===== src/blake2s_256_hash_core_defines.svh =====
// Assertion macros used by the compression engine of the hash core.
// Depends on nothing; expects clk and arst_n in the including scope.
`ifndef BLAKE2S_256_HASH_CORE_DEFINES_SVH
`define BLAKE2S_256_HASH_CORE_DEFINES_SVH

// Same-cycle implication, disabled while in reset.
`define B2S_ASSERT_NOW(lbl, ante, cons, msg) \
	lbl: assert property (@(posedge clk) disable iff (!arst_n) (ante) |-> (cons)) \
		else $error(msg);

// Next-cycle implication, disabled while in reset.
`define B2S_ASSERT_NEXT(lbl, ante, cons, msg) \
	lbl: assert property (@(posedge clk) disable iff (!arst_n) (ante) |=> (cons)) \
		else $error(msg);

`endif


===== src/b2s_pkg.sv =====
// Shared types, constants and functions of the BLAKE2s-256 hash core.
// Depends on nothing.
package b2s_pkg;

	localparam logic [31:0] PARAM_WORD = 32'h01010020;

	localparam logic [7:0][31:0] IV = {
		32'h5BE0CD19, 32'h1F83D9AB, 32'h9B05688C, 32'h510E527F,
		32'hA54FF53A, 32'h3C6EF372, 32'hBB67AE85, 32'h6A09E667
	};

	localparam int unsigned ROUNDS = 10;

	// One compression job handed from front to back.
	typedef struct packed {
		logic [15:0][31:0] blk;
		logic [63:0]       cnt;
		logic              fin;
	} job_t;

	function automatic logic [7:0][31:0] chain_init();
		logic [7:0][31:0] h;
		h = IV;
		h[0] = IV[0] ^ PARAM_WORD;
		return h;
	endfunction

	// Message schedule: word index for position k of round r.
	function automatic logic [3:0] sigma(input logic [3:0] r, input logic [3:0] k);
		logic [63:0] row;
		case (r)
			4'd0: row = 64'hFEDCBA9876543210;
			4'd1: row = 64'h357B20C16DF984AE;
			4'd2: row = 64'h491763EADF250C8B;
			4'd3: row = 64'h8F04A562EBCD1397;
			4'd4: row = 64'hD386CB1EFA427509;
			4'd5: row = 64'h91EF57D438B0A6C2;
			4'd6: row = 64'hB8293670A4DEF15C;
			4'd7: row = 64'hA2684F05931CE7BD;
			4'd8: row = 64'h5A417D2C803B9EF6;
			4'd9: row = 64'h0DC3E9BF5167482A;
			default: row = 64'h0;
		endcase
		return row[{k, 2'b00} +: 4];
	endfunction

endpackage


===== src/b2s_queue.sv =====
// Two-entry job queue between the byte packer and the compression engine.
// Depends on b2s_pkg.
module b2s_queue
	import b2s_pkg::*;
(
	input  logic clk,
	input  logic arst_n,
	input  logic push,
	input  job_t push_job,
	output logic full,
	input  logic pop,
	output logic avail,
	output job_t pop_job
);

	job_t       mem_q [2];
	logic       wr_q;
	logic       rd_q;
	logic [1:0] cnt_q;

	assign full    = (cnt_q == 2'd2);
	assign avail   = (cnt_q != 2'd0);
	assign pop_job = mem_q[rd_q];

	always_ff @(posedge clk) begin
		if (push) begin
			mem_q[wr_q] <= push_job;
		end
	end

	always_ff @(posedge clk or negedge arst_n) begin
		if (!arst_n) begin
			wr_q  <= 1'b0;
			rd_q  <= 1'b0;
			cnt_q <= 2'd0;
		end else begin
			if (push) wr_q <= ~wr_q;
			if (pop) rd_q <= ~rd_q;
			case ({push, pop})
				2'b10:   cnt_q <= cnt_q + 2'd1;
				2'b01:   cnt_q <= cnt_q - 2'd1;
				default: cnt_q <= cnt_q;
			endcase
		end
	end

endmodule


===== config.mk =====
export PLATFORM = sky130hd
export DESIGN_NAME = b2s_queue
export DESIGN_NICKNAME = d
export VERILOG_FILES = /design/src/blake2s_256_hash_core_defines.svh /design/src/b2s_pkg.sv /design/src/b2s_queue.sv
export SDC_FILE = /design/constraint.sdc
export NUM_CORES = 1
export LEC_CHECK = 0
export BUFFER_PORTS_ARGS = -buffer_cell sky130_fd_sc_hd__buf_2
export CORE_AREA = 3 3 449 451
export CTS_CLUSTER_DIAMETER = 200
export DETAILED_ROUTE_END_ITERATION = 10
export DIE_AREA = 0 0 452 454
export PLACE_DENSITY = 0.45
export SKIP_LAST_GASP = 1
export SLEW_MARGIN = 20
export SYNTH_ARGS = -nofsm -noshare
export SYNTH_HDL_FRONTEND = slang
export SYNTH_SLANG_ARGS = --single-unit
export TNS_END_PERCENT = 50

===== constraint.sdc =====
create_clock -name clk -period 25.4 [get_ports clk]
set_input_delay 5.08 -clock clk [delete_from_list [all_inputs] [get_ports clk]]
set_output_delay 5.08 -clock clk [all_outputs]
set_load 0.03 [all_outputs]

Yosys cells after proc, flatten, opt, wreduce, memory -nomap -nowiden --
Memory sizes are Yosys's and may differ from the RTL's. Cells that the tools add are included.
Word-level totals: register bits after elaboration 4, bits in writable memories 1154, input port bits 581, output and inout bits 579, logic and storage cells 16, memories 1
Operators by class: $add $sub $neg 2, eq/ne operators 3, muxes and demuxes 3, bitwise gates (word level) 2, reduce and logical (&&, ||, !) cells 2
Memory list:
- mem_q | words 2, width 577, read ports 1, clocked after memory_dff 0, write ports 1, RTL line b2s_queue.sv:16 | job_t mem_q [2];
Operator list (number):
- equality test 2 bit, second input constant | 2
- one-hot mux 2 bit (2 select lines) | 1
- nonzero test 2 bit | 2
- adder 2 x 1 -> 2 bit, second input constant | 1
- equality test 2 x 1 -> 1 bit, second input constant | 1
- 2-to-1 mux 1 bit | 2
- NOT 1 bit | 2
- subtractor 2 x 1 -> 2 bit, second input constant | 1

Longest topological paths before layout --
depth in word-level cells 2, gate-level depth with buffers 5, depth with buffers taken out 5

Worst setup path after synthesis --
No wires, ideal clock.
path kind input port to flip-flop, start point input push, end point memory mem_q[0][0] (netlist name) (enable), library setup time 1.549 ns, arrival 29.276 ns, required time 23.851 ns, setup slack -5.425 ns, stages 2, buffers on the path 0, path through inv_1 -> nor2_1
On the way: cells in the longest elaborated chain, start to end 2
RTL lines:
- from (decl) | RTL line b2s_queue.sv:8 | input logic push,
- 2-to-1 mux 1 bit | RTL line b2s_queue.sv:26 | if (push) begin
- 2-to-1 mux 1 bit (implied by the code) | RTL line b2s_queue.sv:27 | mem_q[wr_q] <= push_job;
- to (decl) | RTL line b2s_queue.sv:16
No other way between the ends.

==> flow_results.org <==
** Global routing
- The first global-routing pass estimated 184000 um of wire.
- Global routing finished with a remaining overflow of 0.
- The number of antenna violations at the first check in global routing is slightly above 90.
- Entering global routing, the biggest net connects ~140 pins.
- The number of global-route vias before repair was 23000.
- Across every metal layer, demand over resource in global routing totals between 10% and 20%.

** Flow run
- Max-cap violations in this run came to 0.

** Worst setup path
- RR Startpoint :: wr_q
- Worst setup SP type :: flip-flop
- Worst setup path category :: reg2out
- The worst setup path is captured at an output port.
- Required @ worst endpoint :: around 20 ns
- Peak fanout along the critical path :: 94
- Critical Path AT :: between 5 and 6 ns
- In this run the worst setup path begins at rd_q.

** Die
- Die Height :: around 450 um
- Number of placement rows :: roughly 160
- Starting density of the core :: between 20 and 25%
- Top-level port count :: 1160
- The die is roughly 450 um wide.
- The total area inside the core boundary comes to slightly below 0.2 mm^2.
- Full die area :: just over 0.2 mm^2

** Finish
- Synthesis-to-layout area growth :: 29.3%
- Leading cell type in the layout, fill and taps excluded :: buf_2
- Final core occ :: between 20% and 30%
- The finished cells cover around 0.057 mm^2.
- Commonest cells after routing, fill and taps aside :: buf_2 (1159), edfxtp_1 (1154), mux2_4 (500)
- Final-layout fill cell count :: between 15000 and 20000
- In the final design database the tool counted roughly 3600 nets.
- In the final layout, the share of cells above drive strength 1 is slightly above 60%.

** CTS
- Buffers inserted during clock tree synthesis total 134.
- Clock-pin slew was measured on the worst setup and hold paths at 0.06 ns.
- TritonCTS clock tree :: yes
- Post-CTS Setup Repair Bufs :: 0
- The longest clock path from root to sink contains 3 buffers.
- In this run, post-CTS hold repair placed 0 buffers.
- For this design, the sink count on the clock tree is roughly 1200.
- H-tree Lvls :: 4
- Cell at the root of the clock tree :: clkbuf_16
- Skew-Pair Late Insertion Delay :: 0.76 ns
- Count of instances resized after the clock tree is built :: 0

** Logic synthesis
- The cell count after synthesis came out at roughly 1800.
- During synthesis, Yosys emitted a total of 0 warnings.
- Counting distinct cell types in the post-synthesis netlist gives 16.
- Synthesis inferred between 1000 and 1500 register bits.
- When the netlist entered floorplanning its net count stood at approximately 2400.
- Post-synthesis area per instance :: 24.3 um^2
- In this run the cell area of the synthesized design comes to about 0.044 mm^2.
- Sequential cells were found to cover 79.1% of the synthesized design area.

** Hold path
- Hold path startpoint :: cnt_q[1]
- The path class of the tightest hold or removal check is reg2reg.

** Run status
- Status :: completed

** Timing
- The worst pin sits at a relative slew slack of 24.8%.
- RSZ-0062 raised after global routing :: false
- Setup violators final :: 0
- Pin slew with the least headroom to its limit :: 1.13 ns
- Timing-limited maximum frequency :: 0.0933 GHz
- In the finished design, the share of the clock period the worst path needs comes to between 40 and 50%.
- The final-report max-slew violation count came to 0.
- The number of endpoints with negative hold slack in the final report is 0.
- Worst Skew :: 0.0206 ns
- Setup TNS :: 0 ns
- Post-route minimum period :: approximately 11 ns

** Routing
- Post-detailed-route DRC marker count :: 0
- First DRT Iteration DRCs :: around 1400
- Total via count after detailed routing :: 22300
- Wire length after detailed routing :: 138000 um
- Before antenna repair, the detailed router went through 5 iterations.
- DRT antenna net count :: 0
- Routed length per instance :: roughly 24 um
- Via-to-Cell Ratio :: ~3.8

** Placement
- In this run the cell area measured after placement is about 0.053 mm^2.
- Routability-driven placement finished with a final weighted congestion of 0.820.
- Post-detail-place hpwl :: approximately 100000 um
- PortBufs :: ~1200

** Power
- Power spread over the standard cell area amounts to between 100 and 150 mW/mm^2.
- For this design the static power due to leakage is roughly 22 nW.
- The worst-case IR drop observed on VDD is between 0.09 and 0.1 mV.
-- state kept, by name, summed over array words and instances, names as in the netlist --
name	flops
wr_q	1
mem_q	1154
rd_q	1
cnt_q	2
-- cell families after synthesis --
group / count (synthesis) / share of synthesized area [%]
XOR/XNOR: 5 / 0.0997
adder cells (fa/ha/maj): 1 / 0.0285
buffers and inverters: 65 / 1.67
AND/OR/NAND/NOR: 5 / 0.0598
flip-flops: 1158 / 79.1
multiplexers: 577 / 19.1
-- critical path: stages, from the launching register on --
cell and delay (ns):
dfrtp_4 0.91, buf_4 0.78, buf_4 0.82, buf_12 0.61
buf_4 0.84, mux2_4 0.36, buf_2 0.18
-- final cells by class --
class	instances	area [um^2]	share of cell area, %
Multi-Input combinational cell	588	8470	14.9
Sequential cell	1158	34800	61.1
Clock buffer	180	3610	6.35
Timing Repair Buffer	1183	6090	10.7
Clock inverter	56	529	0.931
Inverter	1	3.75	0.00660
Tap cell	2640	3300	5.81
Antenna cell	32	80.1	0.141
-- cells in the mapped netlist, drive strengths merged --
cell    count  area [um^2]
edfxtp   1154        34700
or2         1         6.26
and2        1         6.26
dfrtp       4          100
xnor2       2         17.5
nor2b       1         6.26
mux2      577         8370
nor2        2         7.51
xor2        3         26.3
ha          1         12.5
inv         1         3.75
buf        64          732
-- power by group --
group | switching [mW] | leakage (nW) | internal, mW
logic | 1.72 | 9.17 | 0.961
clock network | 0.758 | 2.01 | 1.07
registers | 0.104 | 10.9 | 2.54
-- per-stage QoR --
step / cells / worst slack, ns / power (mW) / hold slack (ns)
floorplan: 1811 / 4.73 / 4.88 / 0.447
global placement: 5569 / 15.05 / 5.43 / 0.466
detailed placement: 5569 / 15.09 / 5.43 / 0.470
CTS: 5805 / 14.53 / 7.29 / 0.483
global route: 5815 / 14.33 / 7.45 / 0.512
finish: 5838 / 14.68 / 7.15 / 0.485
-- worst paths after layout --
path,end,slack (ns),cells after the start
max,pop_job[343],14.68,6
min,cnt_q[1],0.49,1
max reg2reg,mem_q[0][272],20.10,6
min reg2reg,cnt_q[1],0.49,1
max in group asynchronous,rd_q,21.10,1
min in group asynchronous,cnt_q[1],4.14,1
-- metal layers --
| metal | up-vias | share of wire (%) | GRT usage (%) |
|---|---|---|---|
| met5 | - | 0.25 | 0 |
| met4 | 50 | 2.3 | 3.19 |
| met3 | 293 | 8.5 | 5.21 |
| met2 | 821 | 53 | 23.3 |
| met1 | 11300 | 36 | 13.8 |
| li1 | 9825 | - | - |
Note: power is estimated with default switching activity, not from simulation.
