`src/blake2s_256_hash_core_defines.svh`:
```
// Assertion macros used by the compression engine of the hash core.
// Depends on nothing; expects clk and arst_n in the including scope.
`ifndef BLAKE2S_256_HASH_CORE_DEFINES_SVH
`define BLAKE2S_256_HASH_CORE_DEFINES_SVH

// Same-cycle implication, disabled while in reset.
`define B2S_ASSERT_NOW(lbl, ante, cons, msg) \
	lbl: assert property (@(posedge clk) disable iff (!arst_n) (ante) |-> (cons)) \
		else $error(msg);

// Next-cycle implication, disabled while in reset.
`define B2S_ASSERT_NEXT(lbl, ante, cons, msg) \
	lbl: assert property (@(posedge clk) disable iff (!arst_n) (ante) |=> (cons)) \
		else $error(msg);

`endif

```
`src/b2s_pkg.sv`:
```
// Shared types, constants and functions of the BLAKE2s-256 hash core.
// Depends on nothing.
package b2s_pkg;

	localparam logic [31:0] PARAM_WORD = 32'h01010020;

	localparam logic [7:0][31:0] IV = {
		32'h5BE0CD19, 32'h1F83D9AB, 32'h9B05688C, 32'h510E527F,
		32'hA54FF53A, 32'h3C6EF372, 32'hBB67AE85, 32'h6A09E667
	};

	localparam int unsigned ROUNDS = 10;

	// One compression job handed from front to back.
	typedef struct packed {
		logic [15:0][31:0] blk;
		logic [63:0]       cnt;
		logic              fin;
	} job_t;

	function automatic logic [7:0][31:0] chain_init();
		logic [7:0][31:0] h;
		h = IV;
		h[0] = IV[0] ^ PARAM_WORD;
		return h;
	endfunction

	// Message schedule: word index for position k of round r.
	function automatic logic [3:0] sigma(input logic [3:0] r, input logic [3:0] k);
		logic [63:0] row;
		case (r)
			4'd0: row = 64'hFEDCBA9876543210;
			4'd1: row = 64'h357B20C16DF984AE;
			4'd2: row = 64'h491763EADF250C8B;
			4'd3: row = 64'h8F04A562EBCD1397;
			4'd4: row = 64'hD386CB1EFA427509;
			4'd5: row = 64'h91EF57D438B0A6C2;
			4'd6: row = 64'hB8293670A4DEF15C;
			4'd7: row = 64'hA2684F05931CE7BD;
			4'd8: row = 64'h5A417D2C803B9EF6;
			4'd9: row = 64'h0DC3E9BF5167482A;
			default: row = 64'h0;
		endcase
		return row[{k, 2'b00} +: 4];
	endfunction

endpackage

```
`src/b2s_front.sv`:
```
// Byte packer: gathers bytes into a block and queues compression jobs.
// Depends on b2s_pkg.
module b2s_front
	import b2s_pkg::*;
(
	input  logic       clk,
	input  logic       arst_n,
	input  logic       data_valid,
	output logic       data_stall,
	input  logic [7:0] data_byte,
	input  logic       has_byte,
	input  logic       is_last,
	output logic       push,
	output job_t       push_job,
	input  logic       q_full
);

	logic [15:0][31:0] buf_q;
	logic [6:0]        cnt_q;
	logic [63:0]       total_q;

	logic              blk_full;
	logic              need_nf;
	logic              need;
	logic              push_nf;
	logic              accept;
	logic [15:0][31:0] base_buf;
	logic [6:0]        base_cnt;
	logic [15:0][31:0] merged;

	assign blk_full   = cnt_q[6];
	assign need_nf    = has_byte & blk_full;
	assign need       = need_nf | is_last;
	// A closing byte onto a full block needs two jobs: hold the item while the full block is queued.
	assign data_stall = (need & q_full) | (need_nf & is_last);
	assign accept     = data_valid & ~data_stall;
	assign push_nf    = data_valid & need_nf & ~q_full;
	assign push       = push_nf | (accept & is_last);

	assign base_buf = push_nf ? '0 : buf_q;
	assign base_cnt = push_nf ? 7'd0 : cnt_q;

	always_comb begin
		merged = base_buf;
		if (has_byte) begin
			merged[base_cnt[5:2]][{base_cnt[1:0], 3'b000} +: 8] = data_byte;
		end
	end

	always_comb begin
		if (push_nf) begin
			push_job.blk = buf_q;
			push_job.cnt = total_q;
			push_job.fin = 1'b0;
		end else begin
			push_job.blk = merged;
			push_job.cnt = total_q + {63'd0, has_byte};
			push_job.fin = 1'b1;
		end
	end

	always_ff @(posedge clk or negedge arst_n) begin
		if (!arst_n) begin
			buf_q   <= '0;
			cnt_q   <= 7'd0;
			total_q <= 64'd0;
		end else if (accept && is_last) begin
			buf_q   <= '0;
			cnt_q   <= 7'd0;
			total_q <= 64'd0;
		end else if (accept && has_byte) begin
			buf_q   <= merged;
			cnt_q   <= base_cnt + 7'd1;
			total_q <= total_q + 64'd1;
		end else if (push_nf) begin
			buf_q <= '0;
			cnt_q <= 7'd0;
		end
	end

endmodule

```
`config.mk`:
```
export PLATFORM = sky130hd
export DESIGN_NAME = b2s_front
export DESIGN_NICKNAME = d
export VERILOG_FILES = /design/src/blake2s_256_hash_core_defines.svh /design/src/b2s_pkg.sv /design/src/b2s_front.sv
export SDC_FILE = /design/constraint.sdc
export NUM_CORES = 2
export LEC_CHECK = 0
export ABC_AREA = 1
export BUFFER_PORTS_ARGS = -buffer_cell sky130_fd_sc_hd__buf_2
export CAP_MARGIN = 10
export CORE_ASPECT_RATIO = 1.25
export CORE_MARGIN = 4
export CORE_UTILIZATION = 40
export CTS_BUF_LIST = sky130_fd_sc_hd__clkbuf_16
export CTS_CLUSTER_SIZE = 8
export DETAILED_ROUTE_END_ITERATION = 10
export MAX_ROUTING_LAYER = met4
export SYNTH_ARGS = -nofsm -noshare
export SYNTH_HDL_FRONTEND = slang
export SYNTH_SLANG_ARGS = --single-unit
```
`constraint.sdc`:
```
create_clock -name clk -period 3.5 [get_ports clk]
set_input_delay 0.175 -clock clk [delete_from_list [all_inputs] [get_ports clk]]
set_output_delay 0.175 -clock clk [all_outputs]
set_load 0.03 [all_outputs]
```
# After elaboration in Yosys (flattened, before gate mapping)
# Cells that the tools add are included.
[word_totals]
out_inout_bits = 579
regBits = 583
input_bits = 14
[classes]
n_bitwise = 12
shifts = 2
n_addsub = 4
n_reduce_logical = 4
n_mux = 13
magnitude_cmp = 2
[ops]
columns = ["op", "count"]
rows = [
  ["$mux 512", 4],
  ["$mux 577", 1],
  ["$bwmux 512", 1],
  ["$demux 32 s4", 1],
  ["$mux 64", 2],
  ["$add 64x1->64", 1],
  ["$add 64x1->64 const B", 1],
  ["$mux 32", 1],
  ["$shift 8x7->32 const A", 1],
  ["$shiftx 8x7->32", 1],
  ["$mux 7", 3],
  ["$add 7x1->7 const B", 1],
  ["$and 1x1->1", 7],
  ["$neg 5->7", 1],
  ["$lt 4x5->1 const B", 1],
  ["$ge 4x1->1 const B", 1],
  ["$logic_and 1x1->1", 3],
  ["$or 1x1->1", 3],
  ["$not 1->1", 2],
  ["$reduce_bool 2->1", 1],
]

# Longest topological paths before layout
[depth]
ltp_word = 12
mapped_depth = 20
ltp_nobuf = 16

# Worst setup path before layout
# No wires, ideal clock.
[synth_path]
path_kind = "reg2out"
startpoint = "register cnt_q[6]"
endpoint = "output push_job[352] (netlist name)"
required_ps = 3325
arrival_ps = 2850
path_stages_with_launch = 19
slack_ps = 475
cell_sequence = "dfrtp_1 > nand2_1 > inv_2 > nand2_8 > buf_4 > buf_2 > buf_2 > nand2_1 > inv_1 > ha_1 > inv_1 > nor2_1 > inv_1 > nor2_2 > nand3_1 > clkbuf_1 > nand3_1 > nand2_1 > o21ai_0"
[synth_rtl]
columns = ["element", "line", "text"]
rows = [
  ["start: declaration", "b2s_front.sv:19", "logic [6:0] cnt_q;"],
  ["start signal: assignment", "b2s_front.sv:73", "cnt_q <= base_cnt + 7'd1;"],
  ["end: declaration", "b2s_front.sv:14", "output job_t push_job,"],
]

==> impl_results.md <==
- Status: completed
- Drt first pass iters: 8
- Die Span Y: 362 µm
- Number of port buffers: 592
- Worst vdd ir: 0.337 mV
- Crit path capture type: primary output
- Vias in the first global route: 42300
- NetSw: 4.75 mW
- Final hold viol count: 0
- Layout cells sized above 1: 16.1%
- Req. time, crit path: 3.32 ns
- Routed WL: 185000 µm
- Reg2reg setup slack: 0.82 ns
- Fin util: 49.0%
- Drt wl/cell: 22.2 µm
- DP Area: 44700 µm²
- Fmax: 0.293 GHz
- Bufs on Longest Clock Path: 3
- Crit Path Max Fanout: 38
- Clock network fraction of design power: 45.7%
- Floorplan core area: 99100 µm²
- Routed Antenna Nets: 0
- Hold Slack: 0.0762 ns
- Area grow syn2layout: 21.2%
- Top cell type's share of synthesized area: 36.5%
- Unrepaired setup endpoints after global routing: yes
- Avg Inst Size Synth: 6.19 µm²
- Post-route setup TNS: 0 ns
- Die Wd: 291 µm
- Count of cell types in the netlist: 39
- P per Cell Area: 335 nW/µm²
- Leak Pwr: 27.1 nW
- Layout filler cell count: 10100
- # rows: 129
- Final Max Tran Viols: 0
- Clock sinks: 583
- Arrival time at the worst endpoint: 3.24 ns
- Final Non-Filler Cells: 8323
- CTS tree: yes
- Crit start category: flop
- Initial detailed-routing violation count: 4776
- Flops & latches, synth: 583
- Routed vias/inst: 5.61
- Post-route clock period utilization: 97.5%
- Gate power share: 12.4%
- Worst Path Class, Setup: flop to primary output
- Die area: 105000 µm²
- First-pass GRT wire length: 272000 µm
- Initial Utilization: 40.4%
- Slew headroom: 21.8%
- Top cells by area, synth: dfrtp_1 (36%), nand2_1 (28%), nand3_1 (15%)
- GRT Util Overall: 34.3%
- Part of the power in registers: 41.9%
- # placed instances: 8150
- Via count: 46700
- Root buf cell: clkbuf_16
- Warnings from Yosys: 0
- Placer Congestion: 0.976
- Initial antenna violation count: 8
- Max-cap violations: 0
- Nets@finish: 7019
- Int Power: 11.5 mW
- Yosys top cell by area: dfrtp_1
- GRT overflow: 0
- DRC viols: 0
- Clock-pin slew on the worst setup and hold paths: 0.05 ns
- Synth Instances: 6468
- Synth Net Count: 6490
- Post-DP HPWL: 126000 µm
- CTS buffer count: 83
- Sw frac: 29.3%
- Post-Syn Area: 40000 µm²
- Worst-margin pin slew: 1.17 ns
- Clk_skew: 0.0259 ns
- IO Count: 593
- Htree depth: 3
- Final instance area: 48500 µm²
- Worst Hold Class: input port to flop
- Largest net degree at the start of global routing: 223
- Tmin final: 3.41 ns
- Clock Latency Late Sink: 0.64 ns
- Endpoints failing setup: 0
- Register area share after synthesis: 36.5%
-- state kept, by name, indices dropped and copies added (netlist names) --
signal   cells
cnt_q        7
buf_q      512
total_q     64
-- metrics by stage --
step,power (mW),setup slack (ns)
2_1_floorplan,7.77,0.475
4_1_cts,16.2,-0.0608
6_report,16.2,0.0869
5_1_grt,16.7,-0.0310
3_5_place_dp,8.67,0.198
3_3_place_gp,8.66,0.191
-- power by group through the flow --
stage	Clock (mW)	Combinational [mW]	Sequential, mW
6_report	7.42	2.01	6.80
5_1_grt	7.78	2.10	6.80
4_1_cts	7.54	1.87	6.80
3_5_place_dp	0	1.75	6.92
3_3_place_gp	0	1.75	6.91
2_1_floorplan	0	0.863	6.91
-- path summary, 6_finish.rpt --
| check | start | end | cells past startpoint |
|---|---|---|---|
| worst max-delay path | cnt_q[6] | push_job[413] | 13 |
| worst min-delay path | data_byte[3] | buf_q[59] | 5 |
| worst max register to register | cnt_q[6] | buf_q[236] | 10 |
| worst min register to register | buf_q[409] | buf_q[409] | 2 |
| max in group asynchronous | arst_n | buf_q[121] | 3 |
| min in group asynchronous | arst_n | buf_q[457] | 2 |
-- layout by cell type (no fill, tap or decap), drive strengths merged, types with 5 or more instances in the layout --
master    count
nand4        22
buf         830
clkbuf       98
nor2        401
diode         9
clkinvlp     10
nand2      3054
a21oi        31
and2          5
o211ai       83
ha            8
xor2         40
or2          14
clkinv        7
nor3         20
dfrtp       583
inv         282
o21ai       258
xnor2        17
o22ai        18
nand3      1209
-- cell usage after synthesis (all sizes together) --
| cell type | n |
|---|---|
| nor3 | 20 |
| or2 | 14 |
| o211ai | 83 |
| o21bai | 3 |
| o22ai | 18 |
| o21a | 2 |
| clkbuf | 131 |
| and3 | 2 |
| nand2 | 3054 |
| xnor2 | 17 |
| nand3b | 1 |
| clkinv | 2 |
| a31oi | 2 |
| nand4 | 22 |
| xor2 | 40 |
| nor2 | 400 |
| and2 | 5 |
| ha | 8 |
| inv | 288 |
| o21ai | 258 |
| buf | 273 |
| nor3b | 2 |
| a21oi | 31 |
| nand3 | 1209 |
| dfrtp | 583 |
-- worst max-delay path: stages (launching register included) --
cell and delay [ns]:
dfrtp_1 0.40, nand2_2 0.09, inv_2 0.06, nand2_8 0.10, buf_16 0.23, nand2_1 0.14, nor2_1 0.21, inv_2 0.12
nor2_4 0.21, buf_6 0.23, buf_4 0.23, nand3_1 0.12, o211ai_1 0.20, buf_4 0.23
-- layout make-up --
type	instances	area [µm²]	area share [%]
Multi-Input combinational cell	5192	23000	47.4
Sequential cell	583	14600	30.1
Timing Repair Buffer	845	5910	12.2
Clock buffer	85	2130	4.38
Tap cell	1310	1640	3.38
Inverter	290	1170	2.42
Clock inverter	7	38.8	0.0799
Antenna cell	9	22.5	0.0464
Timing Repair inverter	2	15.0	0.0309
-- what timing repair did --
item                                   CTS  global route
resized for setup                      148           130
hold buffers                             1             0
buffers inserted                        32            32
setup endpoints to repair              518           489
endpoints found under the hold margin   75             0
cloned                                   3             4
pin swaps                               18            15
-- logic make-up (layout without fill, tap and decap cells) --
logic type	Yosys count	after routing	synth area share, %
and+or+nand+nor	4729	4730	49.1
AOI/OAI and AO/OA	397	397	5.61
buffers and inverters	694	1229	7.38
xor gates and xnor gates	57	57	1.25
other	0	9	0
DFF	583	583	36.5
adders and majority gates	8	8	0.250
-- metal layers --
layer  global-route usage, %  up-vias  part of all wire [%]  wire length, µm
li1                        -    21800                     -                -
met3                    5.85      446                   8.7            16000
met4                    16.5        0                   5.8            10700
met2                    53.2     2303                    46            84600
met5                       -        -                     0                0
met1                    43.8    22200                    40            73800
(Power assumes the default switching activity.)
