--- src/blake2s_256_hash_core_defines.svh ---
// Assertion macros used by the compression engine of the hash core.
// Depends on nothing; expects clk and arst_n in the including scope.
`ifndef BLAKE2S_256_HASH_CORE_DEFINES_SVH
`define BLAKE2S_256_HASH_CORE_DEFINES_SVH

// Same-cycle implication, disabled while in reset.
`define B2S_ASSERT_NOW(lbl, ante, cons, msg) \
	lbl: assert property (@(posedge clk) disable iff (!arst_n) (ante) |-> (cons)) \
		else $error(msg);

// Next-cycle implication, disabled while in reset.
`define B2S_ASSERT_NEXT(lbl, ante, cons, msg) \
	lbl: assert property (@(posedge clk) disable iff (!arst_n) (ante) |=> (cons)) \
		else $error(msg);

`endif

--- src/b2s_pkg.sv ---
// Shared types, constants and functions of the BLAKE2s-256 hash core.
// Depends on nothing.
package b2s_pkg;

	localparam logic [31:0] PARAM_WORD = 32'h01010020;

	localparam logic [7:0][31:0] IV = {
		32'h5BE0CD19, 32'h1F83D9AB, 32'h9B05688C, 32'h510E527F,
		32'hA54FF53A, 32'h3C6EF372, 32'hBB67AE85, 32'h6A09E667
	};

	localparam int unsigned ROUNDS = 10;

	// One compression job handed from front to back.
	typedef struct packed {
		logic [15:0][31:0] blk;
		logic [63:0]       cnt;
		logic              fin;
	} job_t;

	function automatic logic [7:0][31:0] chain_init();
		logic [7:0][31:0] h;
		h = IV;
		h[0] = IV[0] ^ PARAM_WORD;
		return h;
	endfunction

	// Message schedule: word index for position k of round r.
	function automatic logic [3:0] sigma(input logic [3:0] r, input logic [3:0] k);
		logic [63:0] row;
		case (r)
			4'd0: row = 64'hFEDCBA9876543210;
			4'd1: row = 64'h357B20C16DF984AE;
			4'd2: row = 64'h491763EADF250C8B;
			4'd3: row = 64'h8F04A562EBCD1397;
			4'd4: row = 64'hD386CB1EFA427509;
			4'd5: row = 64'h91EF57D438B0A6C2;
			4'd6: row = 64'hB8293670A4DEF15C;
			4'd7: row = 64'hA2684F05931CE7BD;
			4'd8: row = 64'h5A417D2C803B9EF6;
			4'd9: row = 64'h0DC3E9BF5167482A;
			default: row = 64'h0;
		endcase
		return row[{k, 2'b00} +: 4];
	endfunction

endpackage

--- src/b2s_back.sv ---
// Compression engine: four G lanes, one half-mix per cycle, digest output.
// Depends on b2s_pkg and the assertion macro header.
`include "blake2s_256_hash_core_defines.svh"
module b2s_back
	import b2s_pkg::*;
(
	input  logic        clk,
	input  logic        arst_n,
	input  logic        q_avail,
	input  job_t        q_job,
	output logic        pop,
	output logic        digest_valid,
	input  logic        digest_stall,
	output logic [31:0] digest_word,
	output logic [2:0]  word_index,
	output logic        last_word
);

	localparam logic [1:0] ST_IDLE = 2'd0;
	localparam logic [1:0] ST_RUN  = 2'd1;
	localparam logic [1:0] ST_FIN  = 2'd2;
	localparam logic [1:0] ST_OUT  = 2'd3;

	logic [1:0]        state_q;
	logic [3:0]        rnd_q;
	logic [1:0]        sub_q;
	logic [2:0]        idx_q;
	logic              fin_q;
	logic [7:0][31:0]  h_q;
	logic [15:0][31:0] v_q;
	logic [15:0][31:0] m_q;
	logic [15:0][31:0] v_init;
	logic [15:0][31:0] v_step;
	logic              half;
	logic              diag;
	logic              out_take;

	assign half         = sub_q[0];
	assign diag         = sub_q[1];
	assign pop          = (state_q == ST_IDLE) & q_avail;
	assign digest_valid = (state_q == ST_OUT);
	assign digest_word  = h_q[0];
	assign word_index   = idx_q;
	assign last_word    = (idx_q == 3'd7);
	assign out_take     = digest_valid & ~digest_stall;

	always_comb begin
		v_init[7:0]  = h_q;
		v_init[15:8] = IV;
		v_init[12]   = IV[4] ^ q_job.cnt[31:0];
		v_init[13]   = IV[5] ^ q_job.cnt[63:32];
		v_init[14]   = q_job.fin ? ~IV[6] : IV[6];
	end

	// Half of a G mix on four columns or four diagonals at once.
	always_comb begin
		logic [31:0] a, b, c, d, x, an, dn, cn, bn, dx, bx;
		logic [3:0]  ia, ib, ic, id;
		v_step = v_q;
		for (int i = 0; i < 4; i++) begin
			ia = 4'(i);
			ib = diag ? 4'(4 + ((i + 1) % 4))  : 4'(4 + i);
			ic = diag ? 4'(8 + ((i + 2) % 4))  : 4'(8 + i);
			id = diag ? 4'(12 + ((i + 3) % 4)) : 4'(12 + i);
			a = v_q[ia];
			b = v_q[ib];
			c = v_q[ic];
			d = v_q[id];
			x = m_q[sigma(rnd_q, {diag, 3'(2 * i) | {2'b00, half}})];
			an = a + b + x;
			dx = d ^ an;
			dn = half ? {dx[7:0], dx[31:8]} : {dx[15:0], dx[31:16]};
			cn = c + dn;
			bx = b ^ cn;
			bn = half ? {bx[6:0], bx[31:7]} : {bx[11:0], bx[31:12]};
			v_step[ia] = an;
			v_step[ib] = bn;
			v_step[ic] = cn;
			v_step[id] = dn;
		end
	end

	always_ff @(posedge clk) begin
		if (pop) begin
			v_q <= v_init;
			m_q <= q_job.blk;
		end else if (state_q == ST_RUN) begin
			v_q <= v_step;
		end
	end

	always_ff @(posedge clk or negedge arst_n) begin
		if (!arst_n) begin
			state_q <= ST_IDLE;
			rnd_q   <= 4'd0;
			sub_q   <= 2'd0;
			idx_q   <= 3'd0;
			fin_q   <= 1'b0;
			h_q     <= chain_init();
		end else begin
			case (state_q)
				ST_IDLE: begin
					if (pop) begin
						fin_q   <= q_job.fin;
						rnd_q   <= 4'd0;
						sub_q   <= 2'd0;
						state_q <= ST_RUN;
					end
				end
				ST_RUN: begin
					sub_q <= sub_q + 2'd1;
					if (sub_q == 2'd3) begin
						rnd_q <= rnd_q + 4'd1;
						if (rnd_q == 4'(ROUNDS - 1)) state_q <= ST_FIN;
					end
				end
				ST_FIN: begin
					for (int i = 0; i < 8; i++)
						h_q[3'(i)] <= h_q[3'(i)] ^ v_q[4'(i)] ^ v_q[4'(i + 8)];
					idx_q   <= 3'd0;
					state_q <= fin_q ? ST_OUT : ST_IDLE;
				end
				ST_OUT: begin
					if (out_take) begin
						idx_q <= idx_q + 3'd1;
						if (last_word) begin
							h_q     <= chain_init();
							state_q <= ST_IDLE;
						end else begin
							h_q <= {32'd0, h_q[7:1]};
						end
					end
				end
				default: state_q <= ST_IDLE;
			endcase
		end
	end

	`B2S_ASSERT_NOW(a_pop_idle, pop, state_q == ST_IDLE, "job taken while busy")
	`B2S_ASSERT_NOW(a_rnd_range, state_q == ST_RUN, rnd_q < 4'(ROUNDS), "round out of range")
	`B2S_ASSERT_NEXT(a_last_done, out_take && last_word, state_q == ST_IDLE, "engine not idle")

endmodule
--- config.mk ---
export PLATFORM = sky130hd
export DESIGN_NAME = b2s_back
export DESIGN_NICKNAME = d
export VERILOG_FILES = /design/src/b2s_pkg.sv /design/src/b2s_back.sv
export VERILOG_INCLUDE_DIRS = /design/src /design/src/src
export SDC_FILE = /design/constraint.sdc
export NUM_CORES = 1
export LEC_CHECK = 0
export BUFFER_PORTS_ARGS = -buffer_cell sky130_fd_sc_hd__buf_2
export CAP_MARGIN = 20
export CORE_AREA = 2 2 237 239
export CTS_BUF_LIST = sky130_fd_sc_hd__clkbuf_8
export DETAILED_ROUTE_END_ITERATION = 7
export DIE_AREA = 0 0 239 241
export RECOVER_POWER = 100
export SLEW_MARGIN = 5
export SYNTH_ARGS = -nofsm -noshare
export SYNTH_HDL_FRONTEND = slang
export SYNTH_SLANG_ARGS = --single-unit
--- constraint.sdc ---
create_clock -name clk -period 2.1 [get_ports clk]
set_input_delay 0.105 -clock clk [delete_from_list [all_inputs] [get_ports clk]]
set_output_delay 0.105 -clock clk [all_outputs]
set_load 0.05 [all_outputs]
* Word level (Yosys, flattened, before mapping) *
Cells that the tools add are included.

cells by class
  add/subtract/negate cells = 3
  equal/unequal tests = 11
  muxes and demuxes = 17
  bitwise logic cells = 3
  reductions and logical operators = 9

operator list
  kind                                                   number
  2-to-1 mux 128 bit                                     2
  2-to-1 mux 255 bit                                     1
  2-to-1 mux 2 bit                                       7
  2-to-1 mux 4 bit                                       2
  inequality test 2 x 1 -> 1 bit, second input constant  4
  one-hot mux 2 bit (4 select lines)                     1
  one-hot mux 4 bit (2 select lines)                     1
  AND reduction 2 bit                                    4
  == test 2 bit, second input constant                   3
  one-hot mux 3 bit (2 select lines)                     1
  AND reduction 5 bit                                    1
  adder 4 x 1 -> 4 bit, second input constant            1
  == test 4 bit, second input constant                   1
  one-hot mux 2 bit (2 select lines)                     1
  nonzero test 2 bit                                     2
  adder 3 x 1 -> 3 bit, second input constant            1
  == test 3 bit, second input constant                   1
  2-to-1 mux 3 bit                                       1
  AND reduction 3 bit                                    1
  adder 2 x 1 -> 2 bit, second input constant            1
  AND 1 bit                                              2
  == test 2 x 1 -> 1 bit, second input constant          1
  logical NOT 2 bit                                      1
  inequality test 2 bit, second input constant           1
  NOT 1 bit                                              1

word-level totals
  register bits after elaboration = 267
  input port bits = 581
  output and inout port bits = 38
  logic and storage cells = 56

* Depth between registers and ports, before layout *
  depth in word-level cells = 4
  depth in mapped cells = 7
  gate-level depth less buffers = 5

* Worst setup path before layout *
Ideal clock, no wire load.

  path type = register to register
  start = reg idx_q[0] (netlist: word_index[0])
  end = reg h_q, in the netlist digest_word[11]
  setup time = 117 ps
  data arrival time = 2115 ps
  required time = 1983 ps
  slack = -131 ps
  cell stages (with the launch flop) = 8
  path buffers = 3
  period minus slack after synthesis = 2231 ps
  path through = dfrtp_1 > ha_1 > ha_1 > buf_2 > clkbuf_2 > clkbuf_1 > nand3b_1 > nand2_1

between the ends
  longest elaborated chain between the ends = 4

ends and longest elaborated chain
  item                    RTL line         RTL
  start, declared         b2s_back.sv:27   logic [2:0] idx_q;
  start signal, assigned  b2s_back.sv:125  idx_q <= idx_q + 3'd1;
  == test 3 bit           b2s_back.sv:44   assign last_word = (idx_q == 3'd7);
  named net last_word     b2s_back.sv:16   output logic last_word
  2-to-1 mux 255 bit      b2s_back.sv:126  if (last_word) begin
  2-to-1 mux 128 bit      b2s_back.sv:124  if (out_take) begin
  2-to-1 mux 128 bit      b2s_back.sv:101  case (state_q)
  end signal, assigned    b2s_back.sv:99   h_q <= chain_init();
  end signal, assigned    b2s_back.sv:127  h_q <= chain_init();
  end signal, assigned    b2s_back.sv:130  h_q <= {32'd0, h_q[7:1]};
  end, declared           b2s_back.sv:29   logic [7:0][31:0] h_q;

The timed path passes the listed nets, and every way through them passes these cells. The select of a mux whose other input is x is not followed.
A chain may end at the register's enable or synchronous reset.

* Worst setup path in the final report *
  start = reg state_q[0]
  end = out digest_valid

between the ends
  longest elaborated chain between the ends = 1

ends and longest elaborated chain
  item                    RTL line         RTL
  start, declared         b2s_back.sv:24   logic [1:0] state_q;
  start signal, assigned  b2s_back.sv:121  state_q <= fin_q ? ST_OUT : ST_IDLE;
  == test 2 bit           b2s_back.sv:41   assign digest_valid = (state_q == ST_OUT);
  end, declared           b2s_back.sv:12   output logic digest_valid,

No other way between the ends.

==> impl_metrics.json <==
{
  "netSwitchingPower_mw": 1.99,
  "total_wire_length_after_detailed_routing_mm": 11.7,
  "mappedNetlistNets": 1169,
  "synth-xor-area-share": 0.00155,
  "synth.area.mux_share": 0.00398,
  "fp-row-count": 86,
  "number_of_global_route_vias_before_repair": 3798,
  "detailroute.via_count": 3782,
  "gpl.final_weighted_congestion": 0.692,
  "fin_setup_tns_ns": 0,
  "worst_setup_path_start_kind": "flip-flop",
  "slowest_stage": "sky130_fd_sc_hd__dfrtp_1",
  "run_status": "finished clean",
  "hpwl_mm": 7.96,
  "sequentialPowerShare": 0.464,
  "post_drt_wl_per_cell_um": 8.99,
  "maxCapViolCount": 0,
  "synth_adder_area_share": 0.0111,
  "tritoncts_buffers": 17,
  "cp.required_ns": 2.00,
  "cellPowerDensity_nw_per_um2": 881,
  "internal_power_consumption_mw": 4.00,
  "chipWidth_um": 239,
  "synth_largest_type_area_fraction": 0.302,
  "globalRoute.totalOverflow": 0,
  "timing.max_slew.rel_slack": 0.340,
  "syn-mean-instance-area_um2": 9.71,
  "synth_simple_gate_area_share": 0.230,
  "crit_buf_inv": 3,
  "main_combinational_cell_family_by_area_after_synthesis": "simple AND/OR/NAND/NOR gates",
  "start_util": 0.103,
  "crit_arrival_ns": 1.81,
  "timing.critical_path.to_type": "output pin",
  "design.core.area_um2": 54900,
  "clock_path_buffers": 2,
  "cp_slowest_stage_delay_ns": 0.50,
  "hold_viol": 0,
  "ff_latch_area_um2": 3260,
  "yosys_warnings": 0,
  "cts_repair_resize_count": 0,
  "synth.largest_area_cell": "sky130_fd_sc_hd__dfstp_2",
  "tritoncts": "yes",
  "drtIter0Drc": 312,
  "synth-edff-count": 0,
  "path_class": "flip-flop to output pin",
  "least_margin_pin_slew_ns": 0.990,
  "io_pins": 619,
  "insertion_delay_ns": 0.43,
  "max_clock_freq_ghz": 0.522,
  "yosys_register_bits": 127,
  "filler_cells_inserted": 6252,
  "grt_setup_unrepaired": "no",
  "p_comb_frac": 0.200,
  "place.port_buffers": 41,
  "track_usage": 0.0424,
  "antenna_diodes": 0,
  "post-route-period-util": 0.913,
  "cts_root_buf": "sky130_fd_sc_hd__clkbuf_8",
  "mean_number_of_vias_per_cell": 2.90,
  "worstHoldPathType": "input pin to flip-flop",
  "synth-async-reset-ratio": 1.00,
  "post_synthesis_cell_count": 583,
  "timing.final.setup_violations": 0,
  "max-vdd-ir-drop_uv": 396,
  "die-height_um": 241,
  "post_synthesis_to_final_layout_area_growth_pct": 20.1,
  "yosys-top-cells-area": "sky130_fd_sc_hd__dfstp_2, sky130_fd_sc_hd__dfrtp_1, sky130_fd_sc_hd__nand2_1, sky130_fd_sc_hd__o21ai_0, sky130_fd_sc_hd__nand3b_1",
  "path_cells": "buf_4, inv_1, nor2_1, clkbuf_2",
  "grt_antenna_before_repair": 0,
  "die-area_um2": 57600,
  "drt-pass1-iter-count": 4,
  "clock_skew_ns": 0.0123,
  "synth-main-ff-cell": "sky130_fd_sc_hd__dfstp_2",
  "ant_nets": 0,
  "largest_fanout_on_the_critical_path": 12,
  "multi_input_comb_area_um2": 1880,
  "static_leakage_nw": 2.88,
  "numClockSinks": 127,
  "synth_compound_area_frac": 0.0880,
  "post_route_cells_drive_above_1_share": 0.203,
  "wire_length_of_the_first_global_routing_pass_mm": 19.6,
  "clockPowerShare": 0.336,
  "synth.lib_cells_used.distinct": 37,
  "proportion_of_total_power_due_to_net_switching": 0.333,
  "route.detailed.drc": 0,
  "postLayoutCoreUtil": 0.124,
  "critical_path.top_delay_family": "buffers and inverters",
  "pin_count_of_the_biggest_net_entering_global_routing": 61,
  "clk_pin_slew_worst_setup_hold_paths_ns": 0.08,
  "htree_levels": 4,
  "final-max-slew-violation-count": 0,
  "final_nets": 1175,
  "synthesis.area_um2": 5660,
  "seq_area_frac_synth": 0.576,
  "layout_min_cycle_time_ns": 1.92
}
==> path summary, 6_finish.rpt <==
path / startpoint / end / slack, ns / depth (start not counted)
min in group asynchronous: arst_n / digest_word[7] / 0.39 / 2
min: digest_stall / word_index[2] / 0.12 / 3
max: state_q[0] / digest_valid / 0.18 / 4
max in group asynchronous: arst_n / digest_word[21] / 0.39 / 3
max reg2reg: state_q[1] / h_q[73] / 0.26 / 4
min reg2reg: digest_word[24] / digest_word[24] / 0.45 / 2
==> final cells by class <==
cell class | count | area share
Clock buffer | 18 | 0.0364
Tap cell | 704 | 0.130
Sequential cell | 127 | 0.479
Timing Repair Buffer | 59 | 0.0570
Inverter | 3 | 0.00166
Multi-Input combinational cell | 381 | 0.277
Clock inverter | 13 | 0.0191
==> synthesized netlist by cell type (2+ instances only) <==
library cell and count:
sky130_fd_sc_hd__nand2_1 212, sky130_fd_sc_hd__o21ai_0 77, sky130_fd_sc_hd__dfstp_2 65, sky130_fd_sc_hd__dfrtp_1 62, sky130_fd_sc_hd__nand3b_1 43, sky130_fd_sc_hd__buf_4 35
sky130_fd_sc_hd__buf_2 13, sky130_fd_sc_hd__clkbuf_1 12, sky130_fd_sc_hd__buf_6 10, sky130_fd_sc_hd__nor2_1 8, sky130_fd_sc_hd__nand2b_1 7, sky130_fd_sc_hd__ha_1 5
sky130_fd_sc_hd__a22o_1 3, sky130_fd_sc_hd__inv_1 3, sky130_fd_sc_hd__a31oi_1 2, sky130_fd_sc_hd__mux2_2 2, sky130_fd_sc_hd__nand3_1 2, sky130_fd_sc_hd__nor3_1 2
sky130_fd_sc_hd__o21bai_1 2
==> logic make-up (layout without fill, tap and decap cells) <==
group           Yosys count  in the layout
compound gates           90             90
other cells               1              1
fa+ha+maj                 5              5
mux                       2              2
xor+xnor                  1              1
buf+inv                  75             93
flops                   127            127
simple gates            282            282
==> cell usage in the layout (no fill, tap or decap), types with 8 or more instances in the layout <==
master                     instances
sky130_fd_sc_hd__buf_12            8
sky130_fd_sc_hd__clkbuf_1         36
sky130_fd_sc_hd__clkbuf_8         18
sky130_fd_sc_hd__dfrtp_1          62
sky130_fd_sc_hd__dfstp_2          65
sky130_fd_sc_hd__nand2_1         212
sky130_fd_sc_hd__nand3b_1         44
sky130_fd_sc_hd__nor2_1            8
sky130_fd_sc_hd__o21ai_0          77
==> sequential cells by signal (all words and copies together) (netlist names) <==
name,flops
h_q,85
rnd_q,4
digest_word,30
word_index,3
state_q,2
sub_q,2
fin_q,1
==> per-stage QoR <==
step	area, um^2	total power [mW]	hold slack, ns	setup slack [ns]	instances
6_report	6800	5.99	0.116	0.183	1305
5_1_grt	6800	6.33	0.112	0.0276	1305
4_1_cts	6910	6.15	0.113	0.0563	1305
3_5_place_dp	6500	4.09	0.135	0.498	1271
3_3_place_gp	6500	4.04	0.125	0.497	1271
2_1_floorplan	5660	3.77	-0.191	0.0228	583
==> tightest hold or removal path: cells and delay by family <==
family	cells	cell delay (ns)
buffers and inverters	1	0.15
and+or+nand+nor	1	0.09
AOI/OAI and AO/OA	1	0.17
==> what timing repair did <==
item / in CTS / in global routing
hold buffers: 3 / 0
buffers inserted: 0 / 0
hold endpoints to repair: 18 / 0
==> layer usage <==
metal | global-route usage | wire [um] | vias up
met1 | 0.0503 | 5340 | 1852
met3 | 0.0103 | 427 | 9
met2 | 0.0727 | 5790 | 47
met4 | 0.0182 | 173 | 0
li1 | - | - | 1874
met5 | 0 | 0 | -
==> power by group through the flow <==
| stage | Clock (mW) | Sequential, mW | Combinational [mW] |
|---|---|---|---|
| 2_1_floorplan | 0 | 2.84 | 0.928 |
| 5_1_grt | 2.19 | 2.81 | 1.34 |
| 3_5_place_dp | 0 | 2.83 | 1.26 |
| 3_3_place_gp | 0 | 2.82 | 1.22 |
| 6_report | 2.02 | 2.78 | 1.20 |
| 4_1_cts | 2.09 | 2.79 | 1.27 |
No activity file was read; power rests on OpenSTA's default activity.
